`src/rtl/core/hhlt_pkg.sv`:
```
// Package for the HTTP header line tokenizer.
// Holds the word types, parse mode and status codes, and the byte class check.
// No dependencies.
`timescale 1ns / 1ps

package hhlt_pkg;

	// Input word: one raw header byte and the start-of-block flag
	typedef struct packed {
		logic [7:0] data_byte;
		logic       block_start;
	} in_word_t;

	// Output word: one emitted byte with its role, deferred spaces and status
	typedef struct packed {
		logic [7:0] out_byte;
		logic [1:0] role;
		logic [7:0] spaces_before;
		logic [2:0] line_status;
	} out_word_t;

	// Parse modes
	typedef enum logic [2:0] {
		MODE_KEY_START = 3'd0,
		MODE_KEY       = 3'd1,
		MODE_VAL_LEAD  = 3'd2,
		MODE_VAL       = 3'd3,
		MODE_START_CR  = 3'd4,
		MODE_VAL_CR    = 3'd5,
		MODE_ERR_KEY   = 3'd6,
		MODE_ERR_VAL   = 3'd7
	} mode_t;

	// Parser state carried from byte to byte
	typedef struct packed {
		mode_t      mode;
		logic       key_ends_space;
		logic [7:0] pending_spaces;
	} parse_state_t;

	localparam parse_state_t STATE_RESET = '{
		mode:           MODE_KEY_START,
		key_ends_space: 1'b0,
		pending_spaces: 8'd0
	};

	// Roles
	localparam logic [1:0] ROLE_NONE = 2'd0;
	localparam logic [1:0] ROLE_KEY  = 2'd1;
	localparam logic [1:0] ROLE_VAL  = 2'd2;

	// Line status codes
	localparam logic [2:0] ST_BUSY    = 3'd0;
	localparam logic [2:0] ST_OK      = 3'd1;
	localparam logic [2:0] ST_EMPTY   = 3'd2;
	localparam logic [2:0] ST_BAD_KEY = 3'd3;
	localparam logic [2:0] ST_BAD_VAL = 3'd4;

	// Character codes
	localparam logic [7:0] CH_TAB   = 8'd9;
	localparam logic [7:0] CH_LF    = 8'd10;
	localparam logic [7:0] CH_CR    = 8'd13;
	localparam logic [7:0] CH_SPACE = 8'd32;
	localparam logic [7:0] CH_COLON = 8'd58;
	localparam logic [7:0] CH_CTRL_MAX = 8'd31;
	localparam logic [7:0] CH_DEL   = 8'd127;
	localparam logic [7:0] SPACES_MAX = 8'hFF;

	// Printable ASCII or tab
	function automatic logic text_byte(input logic [7:0] b);
		return ((b > CH_CTRL_MAX) && (b < CH_DEL)) || (b == CH_TAB);
	endfunction

endpackage

```
`src/rtl/core/hhlt_step.sv`:
```
// Per-byte next-state and result logic of the header line tokenizer.
// Purely combinational; depends on hhlt_pkg.
`timescale 1ns / 1ps

module hhlt_step (
	input  hhlt_pkg::in_word_t     in_word,
	input  hhlt_pkg::parse_state_t state,
	output hhlt_pkg::out_word_t    result,
	output hhlt_pkg::parse_state_t state_nxt
);
	import hhlt_pkg::*;

	parse_state_t cur;
	logic [7:0]   b;

	// Restart from the line-start state when a new block begins
	assign cur = in_word.block_start ? STATE_RESET : state;
	assign b   = in_word.data_byte;

	always_comb begin
		result    = '0;
		state_nxt = cur;
		unique case (cur.mode)
			MODE_KEY_START, MODE_KEY: begin
				priority if (b == CH_COLON) begin
					if (cur.mode == MODE_KEY_START || cur.key_ends_space) begin
						state_nxt.mode     = MODE_ERR_KEY;
						result.line_status = ST_BAD_KEY;
					end else begin
						state_nxt.mode           = MODE_VAL_LEAD;
						state_nxt.pending_spaces = 8'd0;
					end
				end else if (b == CH_LF) begin
					if (cur.mode == MODE_KEY_START) begin
						result.line_status = ST_EMPTY;
						state_nxt          = STATE_RESET;
					end else begin
						state_nxt.mode     = MODE_ERR_KEY;
						result.line_status = ST_BAD_KEY;
					end
				end else if (b == CH_CR && cur.mode == MODE_KEY_START) begin
					state_nxt.mode = MODE_START_CR;
				end else if (text_byte(b)) begin
					result.out_byte          = b;
					result.role              = ROLE_KEY;
					state_nxt.key_ends_space = (b == CH_SPACE);
					state_nxt.mode           = MODE_KEY;
				end else begin
					state_nxt.mode     = MODE_ERR_KEY;
					result.line_status = ST_BAD_KEY;
				end
			end
			MODE_START_CR: begin
				if (b == CH_LF) begin
					result.line_status = ST_EMPTY;
					state_nxt          = STATE_RESET;
				end else begin
					state_nxt.mode     = MODE_ERR_KEY;
					result.line_status = ST_BAD_KEY;
				end
			end
			MODE_VAL_LEAD, MODE_VAL: begin
				priority if (b == CH_LF) begin
					result.line_status = ST_OK;
					state_nxt          = STATE_RESET;
				end else if (b == CH_CR) begin
					state_nxt.mode = MODE_VAL_CR;
				end else if (b == CH_SPACE) begin
					// Defer interior spaces; leading ones are dropped
					if (cur.mode == MODE_VAL && cur.pending_spaces != SPACES_MAX) begin
						state_nxt.pending_spaces = cur.pending_spaces + 8'd1;
					end
				end else if (text_byte(b)) begin
					result.out_byte          = b;
					result.role              = ROLE_VAL;
					result.spaces_before     = cur.pending_spaces;
					state_nxt.pending_spaces = 8'd0;
					state_nxt.mode           = MODE_VAL;
				end else begin
					state_nxt.mode     = MODE_ERR_VAL;
					result.line_status = ST_BAD_VAL;
				end
			end
			MODE_VAL_CR: begin
				if (b == CH_LF) begin
					result.line_status = ST_OK;
					state_nxt          = STATE_RESET;
				end else begin
					state_nxt.mode     = MODE_ERR_VAL;
					result.line_status = ST_BAD_VAL;
				end
			end
			MODE_ERR_KEY: begin
				result.line_status = ST_BAD_KEY;
			end
			MODE_ERR_VAL: begin
				result.line_status = ST_BAD_VAL;
			end
		endcase
	end

endmodule

```
`src/rtl/core/http_header_line_tokenizer.sv`:
```
// HTTP header line tokenizer: one result word for every accepted byte word.
// Each accepted word passes through the input register, then the result register.
// Throughput: one word per cycle unless out_ready stalls; the state loop is hhlt_step into state_q.
// Reset (arst_n low, asynchronous) empties both stages and returns the parser
// to line start with no deferred spaces and no error.
// Depends on hhlt_pkg and hhlt_step.
`timescale 1ns / 1ps

module http_header_line_tokenizer (
	input  logic                clk,
	input  logic                arst_n,
	input  logic                in_valid,
	output logic                in_ready,
	input  hhlt_pkg::in_word_t  in_data,
	output logic                out_valid,
	input  logic                out_ready,
	output hhlt_pkg::out_word_t out_data
);
	import hhlt_pkg::*;

	in_word_t     in_s1;
	logic         valid_s1;
	out_word_t    res_s2;
	logic         valid_s2;
	parse_state_t state_q;

	out_word_t    step_res;
	parse_state_t step_nxt;
	logic         s2_free;
	logic         advance;

	assign s2_free  = !valid_s2 || out_ready;
	assign advance  = valid_s1 && s2_free;
	assign in_ready = !valid_s1 || s2_free;

	assign out_valid = valid_s2;
	assign out_data  = res_s2;

	hhlt_step u_step (
		.in_word   (in_s1),
		.state     (state_q),
		.result    (step_res),
		.state_nxt (step_nxt)
	);

	// Hold the accepted input word
	always_ff @(posedge clk or negedge arst_n) begin
		if (!arst_n) begin
			valid_s1 <= 1'b0;
		end else if (in_ready) begin
			valid_s1 <= in_valid;
		end
	end

	always_ff @(posedge clk) begin
		if (in_ready && in_valid) begin
			in_s1 <= in_data;
		end
	end

	// Advance the result register and the parse state together
	always_ff @(posedge clk or negedge arst_n) begin
		if (!arst_n) begin
			valid_s2 <= 1'b0;
			state_q  <= STATE_RESET;
		end else begin
			if (s2_free) begin
				valid_s2 <= valid_s1;
			end
			if (advance) begin
				state_q <= step_nxt;
			end
		end
	end

	always_ff @(posedge clk) begin
		if (advance) begin
			res_s2 <= step_res;
		end
	end

`ifndef SYNTHESIS
	// An emitted byte never carries a line-ending or error status
	a_emit_busy: assert property (@(posedge clk) disable iff (!arst_n)
		out_valid && out_data.role != ROLE_NONE |-> out_data.line_status == ST_BUSY)
		else $error("emitted byte with non-busy status");

	// Key bytes carry no deferred spaces
	a_key_no_spaces: assert property (@(posedge clk) disable iff (!arst_n)
		out_valid && out_data.role == ROLE_KEY |-> out_data.spaces_before == 8'd0)
		else $error("key byte with deferred spaces");

	// A halted key error repeats until a new block starts
	a_err_key_sticky: assert property (@(posedge clk) disable iff (!arst_n)
		advance && state_q.mode == MODE_ERR_KEY && !in_s1.block_start
		|=> out_data.line_status == ST_BAD_KEY && out_data.role == ROLE_NONE)
		else $error("bad key error not sticky");

	// A halted value error repeats until a new block starts
	a_err_val_sticky: assert property (@(posedge clk) disable iff (!arst_n)
		advance && state_q.mode == MODE_ERR_VAL && !in_s1.block_start
		|=> out_data.line_status == ST_BAD_VAL && out_data.role == ROLE_NONE)
		else $error("bad value error not sticky");
`endif

endmodule
```
`config.mk`:
```
export PLATFORM = sky130hd
export DESIGN_NAME = http_header_line_tokenizer
export DESIGN_NICKNAME = d
export VERILOG_FILES = /design/src/rtl/core/hhlt_pkg.sv /design/src/rtl/core/hhlt_step.sv /design/src/rtl/core/http_header_line_tokenizer.sv
export SDC_FILE = /design/constraint.sdc
export NUM_CORES = 1
export LEC_CHECK = 0
export BUFFER_PORTS_ARGS = -buffer_cell sky130_fd_sc_hd__buf_2
export CORE_UTILIZATION = 41
export CTS_CLUSTER_SIZE = 20
export DETAILED_ROUTE_END_ITERATION = 8
export GPL_ROUTABILITY_DRIVEN = 0
export PLACE_DENSITY_LB_ADDON = 0.25
export SKIP_LAST_GASP = 1
export SYNTH_ARGS = -nofsm -noshare
export SYNTH_HDL_FRONTEND = slang
export SYNTH_SLANG_ARGS = --single-unit
```
`constraint.sdc`:
```
create_clock -name clk -period 2.9 [get_ports clk]
set_input_delay 0.145 -clock clk [delete_from_list [all_inputs] [get_ports clk]]
set_output_delay 0.145 -clock clk [all_outputs]
set_load 0.01 [all_outputs]
```
==> run_results.csv, run 1 <==
group,metric,value,unit
floorplan,rows,27,
synthesis,synth_seq_cells,44,
global_routing,grt_pass1_wl,8.16,mm
clocking,cts.clk_slew.worst_paths,0.08,ns
final_layout,final_util,49.5,%
global_routing,grt_start_max_net_pins,22,
place,pre_cts_slack,0.462,ns
floorplan,die_h,77.6,µm
min_path,min_path_type,"input port to flip-flop",
sta,slew_viol_final,0,
global_routing,overflow,0,
detailed_routing,wl_per_cell,14.6,µm
worst_setup_path,crit_required,3.06,ns
synthesis,synth_top_flop_cell,"edfxtp_1",
detailed_routing,vias,1880,
synthesis,ys_top_cells_by_count,"30 x edfxtp_1, 19 x nor2_1, 18 x nand2_1",
final_layout,area.growth.synth_to_final,16.2,%
synthesis,synth_edf_count,30,
sta,fin_skew,0.0120,ns
sta,slew_headroom,55.9,%
final_layout,nFillCells,504,
synthesis,synth_top_area_share,38.4,%
final_layout,drive_gt1_share,20.9,%
power_and_ir_drop,total_power,1.50,mW
final_layout,final_cell_count_no_fill,335,
synthesis,synth_cell_types,55,
detailed_routing,vias_per_cell,5.61,
final_layout,multi_input_area,1040,µm²
sta,rsz0062_at_grt,"no",
detailed_routing,dr.pass1.iters,4,
global_routing,grtUsageMet3,4.00,%
synthesis,synth_cells,222,
run_status,status,"finished, final reports clean",
final_layout,fin_nets,276,
synthesis,netlist_area,2340,µm²
clocking,postCtsSetupBuffers,0,
clocking,cts_resized,0,
floorplan,core_region_area,5510,µm²
detailed_routing,ant_nets,0,
final_layout,design_area,2730,µm²
power_and_ir_drop,ir_drop,0.000230,V
synthesis,synthTopCellsByArea,"edfxtp_1 38%, dfrtp_1 15%, and2_1 4.0%",
sta,worstMarginPinSlew,0.653,ns
synthesis,synth.most_common_cell,"edfxtp_1",
worst_setup_path,crit_type,"flip-flop to flip-flop",
power_and_ir_drop,power_density,552,nW/µm²
global_routing,grt_pass1_vias,1681,
floorplan,die_area,6030,µm²
place,hpwlAfterDp,3.44,mm
sta,holdWs,0.0132,ns
synthesis,yosysSeqAreaShare,53.4,%
clocking,clockBufferDepth,2,
clocking,cts_num_sinks,44,
power_and_ir_drop,p_leak,1.02,nW
sta,fmax,404,MHz
clocking,clk_latency,0.30,ns
floorplan,num_io_pins,36,
floorplan,die_w,77.6,µm
floorplan,initial_core_util,42.6,%
worst_setup_path,worstPathMaxFanout,13,
detailed_routing,drtIter0Drc,234,
global_routing,antenna_found_initial,0,
synthesis,avgSynthCellArea,10.6,µm²
sta,fin_crit,2.47,ns
sta,fin_ws,0.428,ns
synthesis,async_reset_ff_share,31.8,%
global_routing,use_met1,23.7,%
final_layout,diodes,0,
sta,fin_setup_tns,0,ns
run,drv_cap,0,
worst_setup_path,worstSetupStartpointType,"flip-flop",
synthesis,yosysWarnings,0,
sta,setup_violations,0,
place,place_area,2590,µm²
place,numPortBuffers,35,
global_routing,grt.busiest_layer,"met2",
detailed_routing,drt_wl_total,4.88,mm
detailed_routing,drc,0,
clocking,h-tree-depth,2,
worst_setup_path,arrival,2.64,ns
global_routing,grt_use_met2,25.8,%
sta,min_period_over_period,85.2,%
worst_setup_path,end_kind,"flip-flop",
final_layout,seq_area,1250,µm²
global_routing,grtUsageTotal,17.5,%
synthesis,syn_nets,236,
clocking,numCtsBuffers,5,
synthesis,synth_top_cell_by_area,"edfxtp_1",
clocking,clock-root-buffer,"clkbuf_8",
clocking,cts_tree,"done",
sta,final_hold_viol_count,0,
place,placed_cells,324,
==> placed cells by master (no fill, tap or decap), types with 4 or more instances in the layout <==
cell type,count
inv_1,4
a31oi_1,4
nand2_1,18
dfrtp_1,14
nor2_1,19
a21oi_1,10
nor2b_1,6
nor3_1,6
nand3_1,9
o21ai_0,5
o21ai_1,10
buf_2,35
and2_1,15
nand4_1,6
clkbuf_8,5
edfxtp_1,30
nand2b_1,8
==> sequential cells by signal (all words and copies together) (netlist names) <==
signal and count:
in_s1 9, out_data 21, out_valid 1, state_q 12, valid_s1 1
==> cell type report <==
type,instances,share of cell area (%)
sequential,44,45.9
timing repair buffer,40,8.08
clock inverter,2,1.29
clock buffer,6,2.66
inverter,5,0.689
multi-input combinational,166,38.1
tap,72,3.31
==> cell families after synthesis <==
family,Yosys count,synth area share [%]
simple gates,103,24.5
buf+inv,12,2.40
mux,1,0.427
fa+ha+maj,1,0.534
other cells,1,0.160
flops,44,53.4
xor+xnor,3,1.12
compound gates,57,17.4
==> worst max-delay path: stages (launching register included) <==
cell and delay (ns):
edfxtp_1 0.52, or4_4 0.59, o31a_1 0.28, a21oi_4 0.34, nand2b_1 0.10, a21oi_1 0.31
and2_1 0.19
==> timing repair <==
action                     in CTS  in global routing
hold endpoints to repair       14                  2
setup endpoints to repair       0                  0
hold buffers                    1                  2
==> power breakdown <==
part	switching [mW]	leakage, nW	internal, mW
logic	0.144	0.488	0.101
registers	0.0607	0.475	0.735
clock network	0.208	0.0552	0.256
total	0.413	1.02	1.09
==> final timing paths <==
check                                startpoint                      to  cells past startpoint  slack (ns)
setup reg to reg             in_s1[5]$_DFFE_PP_  out_data[17]$_DFFE_PP_                      6        0.43
setup / recovery             in_s1[5]$_DFFE_PP_  out_data[17]$_DFFE_PP_                      6        0.43
max in group asynchronous                arst_n  state_q[9]$_DFFE_PN0P_                      2        2.37
hold reg to reg            valid_s1$_DFFE_PN0N_   out_valid$_DFFE_PN0P_                      1        0.50
min in group asynchronous                arst_n  state_q[7]$_DFFE_PN0P_                      2        0.27
hold / removal                       in_data[8]      in_s1[8]$_DFFE_PP_                      1        0.01
==> metal layers <==
layer / part of all wire, % / up-vias / wire, µm
met5: 0 / - / 0
met1: 48 / 894 / 2330
met3: 5.5 / 9 / 269
met2: 45 / 67 / 2190
li1: - / 910 / -
met4: 1.7 / 0 / 81
Power figures use the tool's default switching activity.
==> inputs of run 2 (changes only) <==
- CELL_PAD_IN_SITES_DETAIL_PLACEMENT: unset -> 0
- CELL_PAD_IN_SITES_GLOBAL_PLACEMENT: unset -> 2
- CORE_UTILIZATION: 41 -> 36
==> run 2 against run 1 <==
- hold slack improved by 0.0032 ns
- count of clock-buffer cells in the layout fell by 1
- register-to-register slack got worse by 0.02 ns
- maximum frequency fell by 0.84%
- clock skew fell by 0.0055 ns
- final area rose by 3.0%
- first-iteration DRC count fell by 21%
- die area rose by 14%
- wire length rose by 13%
- combinational power rose by 7%
- clock power fell by 16%
- sequential share of layout area fell by 1.3 points
- largest cell class unchanged
==> run_results.csv, run 2 (synthesis results as in run 1) <==
group,metric,value,unit
final_layout,final_util,44.5,%
clocking,h-tree-depth,2,
floorplan,rows,29,
global_routing,grt_pass1_wl,9.11,mm
final_layout,area.growth.synth_to_final,19.7,%
sta,fin_setup_tns,0,ns
global_routing,overflow,0,
final_layout,layout_common_cells,"35 x buf_2, 30 x edfxtp_1, 19 x nor2_1",
floorplan,die_area,6840,µm²
min_path,holdPathStages,1,
final_layout,diodes,0,
detailed_routing,ant_nets,0,
sta,worstMarginPinSlew,0.547,ns
min_path,holdPathEnd,"in_s1[1]$_DFFE_PP_",
detailed_routing,drtIter0Drc,185,
detailed_routing,wl_per_cell,15.7,µm
floorplan,core_region_area,6310,µm²
floorplan,num_io_pins,36,
floorplan,die_w,82.7,µm
final_layout,layout_commonest_cell,"buf_2",
place,numPortBuffers,35,
worst_setup_path,r2r-end,"out_data[19]$_DFFE_PP_",
sta,fin_ws,0.407,ns
sta,final_hold_viol_count,0,
sta,min_period_over_period,86.0,%
global_routing,grt_pass1_vias,1739,
floorplan,die_h,82.7,µm
final_layout,fin_nets,285,
place,place_area,2630,µm²
worst_setup_path,worstPathMaxFanout,13,
min_path,min_path_type,"input port to flip-flop",
final_layout,final_cell_count_no_fill,349,
clocking,cts_tree,"done",
place,hpwlAfterDp,3.82,mm
clocking,clockBufferDepth,2,
clocking,cts_num_sinks,44,
worst_setup_path,end_kind,"flip-flop",
power_and_ir_drop,total_power,1.45,mW
place,pre_cts_slack,0.435,ns
worst_setup_path,r2r-start,"in_s1[5]$_DFFE_PP_",
clocking,cts.clk_slew.worst_paths,0.09,ns
worst_setup_path,crit_required,3.08,ns
min_path,worstHoldStart,"in_data[1]",
clocking,clock-root-buffer,"clkbuf_8",
clocking,numCtsBuffers,5,
clocking,cts_resized,0,
place,placed_cells,332,
worst_setup_path,arrival,2.67,ns
worst_setup_path,rr_worst_depth,6,
run_status,status,"finished, final reports clean",
floorplan,initial_core_util,37.1,%
detailed_routing,vias_per_cell,5.41,
sta,holdWs,0.0164,ns
worst_setup_path,r2r_slack,0.41,ns
sta,rsz0062_at_grt,"no",
clocking,clk_latency,0.30,ns
power_and_ir_drop,ir_drop,0.000210,V
detailed_routing,vias,1888,
final_layout,largest_reg_flops,21,
worst_setup_path,worstSetupStartpointType,"flip-flop",
sta,slew_viol_final,0,
global_routing,antenna_found_initial,0,
worst_setup_path,crit_type,"flip-flop to flip-flop",
sta,slew_headroom,63.5,%
detailed_routing,dr.pass1.iters,5,
detailed_routing,drt_wl_total,5.49,mm
sta,fin_crit,2.49,ns
detailed_routing,drc,0,
sta,fmax,401,MHz
final_layout,design_area,2810,µm²
global_routing,grtUsageTotal,18.2,%
power_and_ir_drop,power_density,517,nW/µm²
sta,fin_skew,0.00648,ns
global_routing,grt_start_max_net_pins,18,
sta,setup_violations,0,
run,drv_cap,0,
final_layout,drive_gt1_share,21.3,%
clocking,postCtsSetupBuffers,0,
power_and_ir_drop,p_leak,1.04,nW
## run 2: power by group
part	leakage (nW)	switching, mW	internal [mW]
clock	0.0378	0.226	0.167
combinational	0.532	0.151	0.111
sequential	0.475	0.0628	0.734
total	1.04	0.439	1.01
## run 2: layout make-up
| class | count | area (µm²) |
|---|---|---|
| repair buffers | 49 | 315 |
| well taps | 77 | 96.3 |
| inverters | 5 | 18.8 |
| fillers | 608 | 3510 |
| flip-flops and latches | 44 | 1250 |
| multi-input cells | 166 | 1040 |
| clock inverters | 3 | 18.8 |
| clock buffers | 5 | 68.8 |
## run 2: repair_timing
action,CTS,global route
setup endpoints to repair,0,0
hold buffers,1,8
endpoints found under the hold margin,14,8
## run 2: worst max path at each step
| stage | endpoint | depth (start not counted) | slack, ns | startpoint |
|---|---|---|---|---|
| 2_1_floorplan | state_q[5]$_DFFE_PN0P_ | 7 | 0.71 | in_s1[6]$_DFFE_PP_ |
| 3_3_place_gp | out_data[18]$_DFFE_PP_ | 6 | 0.46 | in_s1[5]$_DFFE_PP_ |
| 3_5_place_dp | out_data[19]$_DFFE_PP_ | 6 | 0.44 | in_s1[5]$_DFFE_PP_ |
| 4_1_cts | out_data[19]$_DFFE_PP_ | 6 | 0.41 | in_s1[5]$_DFFE_PP_ |
| 5_1_grt | out_data[19]$_DFFE_PP_ | 6 | 0.22 | in_s1[6]$_DFFE_PP_ |
| 6_report | out_data[19]$_DFFE_PP_ | 6 | 0.41 | in_s1[5]$_DFFE_PP_ |
## run 2: per-layer routing
| metal | global-route usage, % | up-vias | wire [µm] |
|---|---|---|---|
| met5 | 0 | - | 0 |
| met4 | 5.86 | 0 | 59 |
| met3 | 3.30 | 6 | 242 |
| met2 | 26.3 | 55 | 2450 |
| met1 | 27.2 | 899 | 2740 |
| li1 | - | 928 | - |
## run 2: worst max-delay path, cell delays in order, from the launching register on
cell      delay, ns
edfxtp_1       0.50
or4_4          0.59
o31a_1         0.28
a21oi_4        0.35
nand2b_1       0.10
a21oi_1        0.35
and2_1         0.19
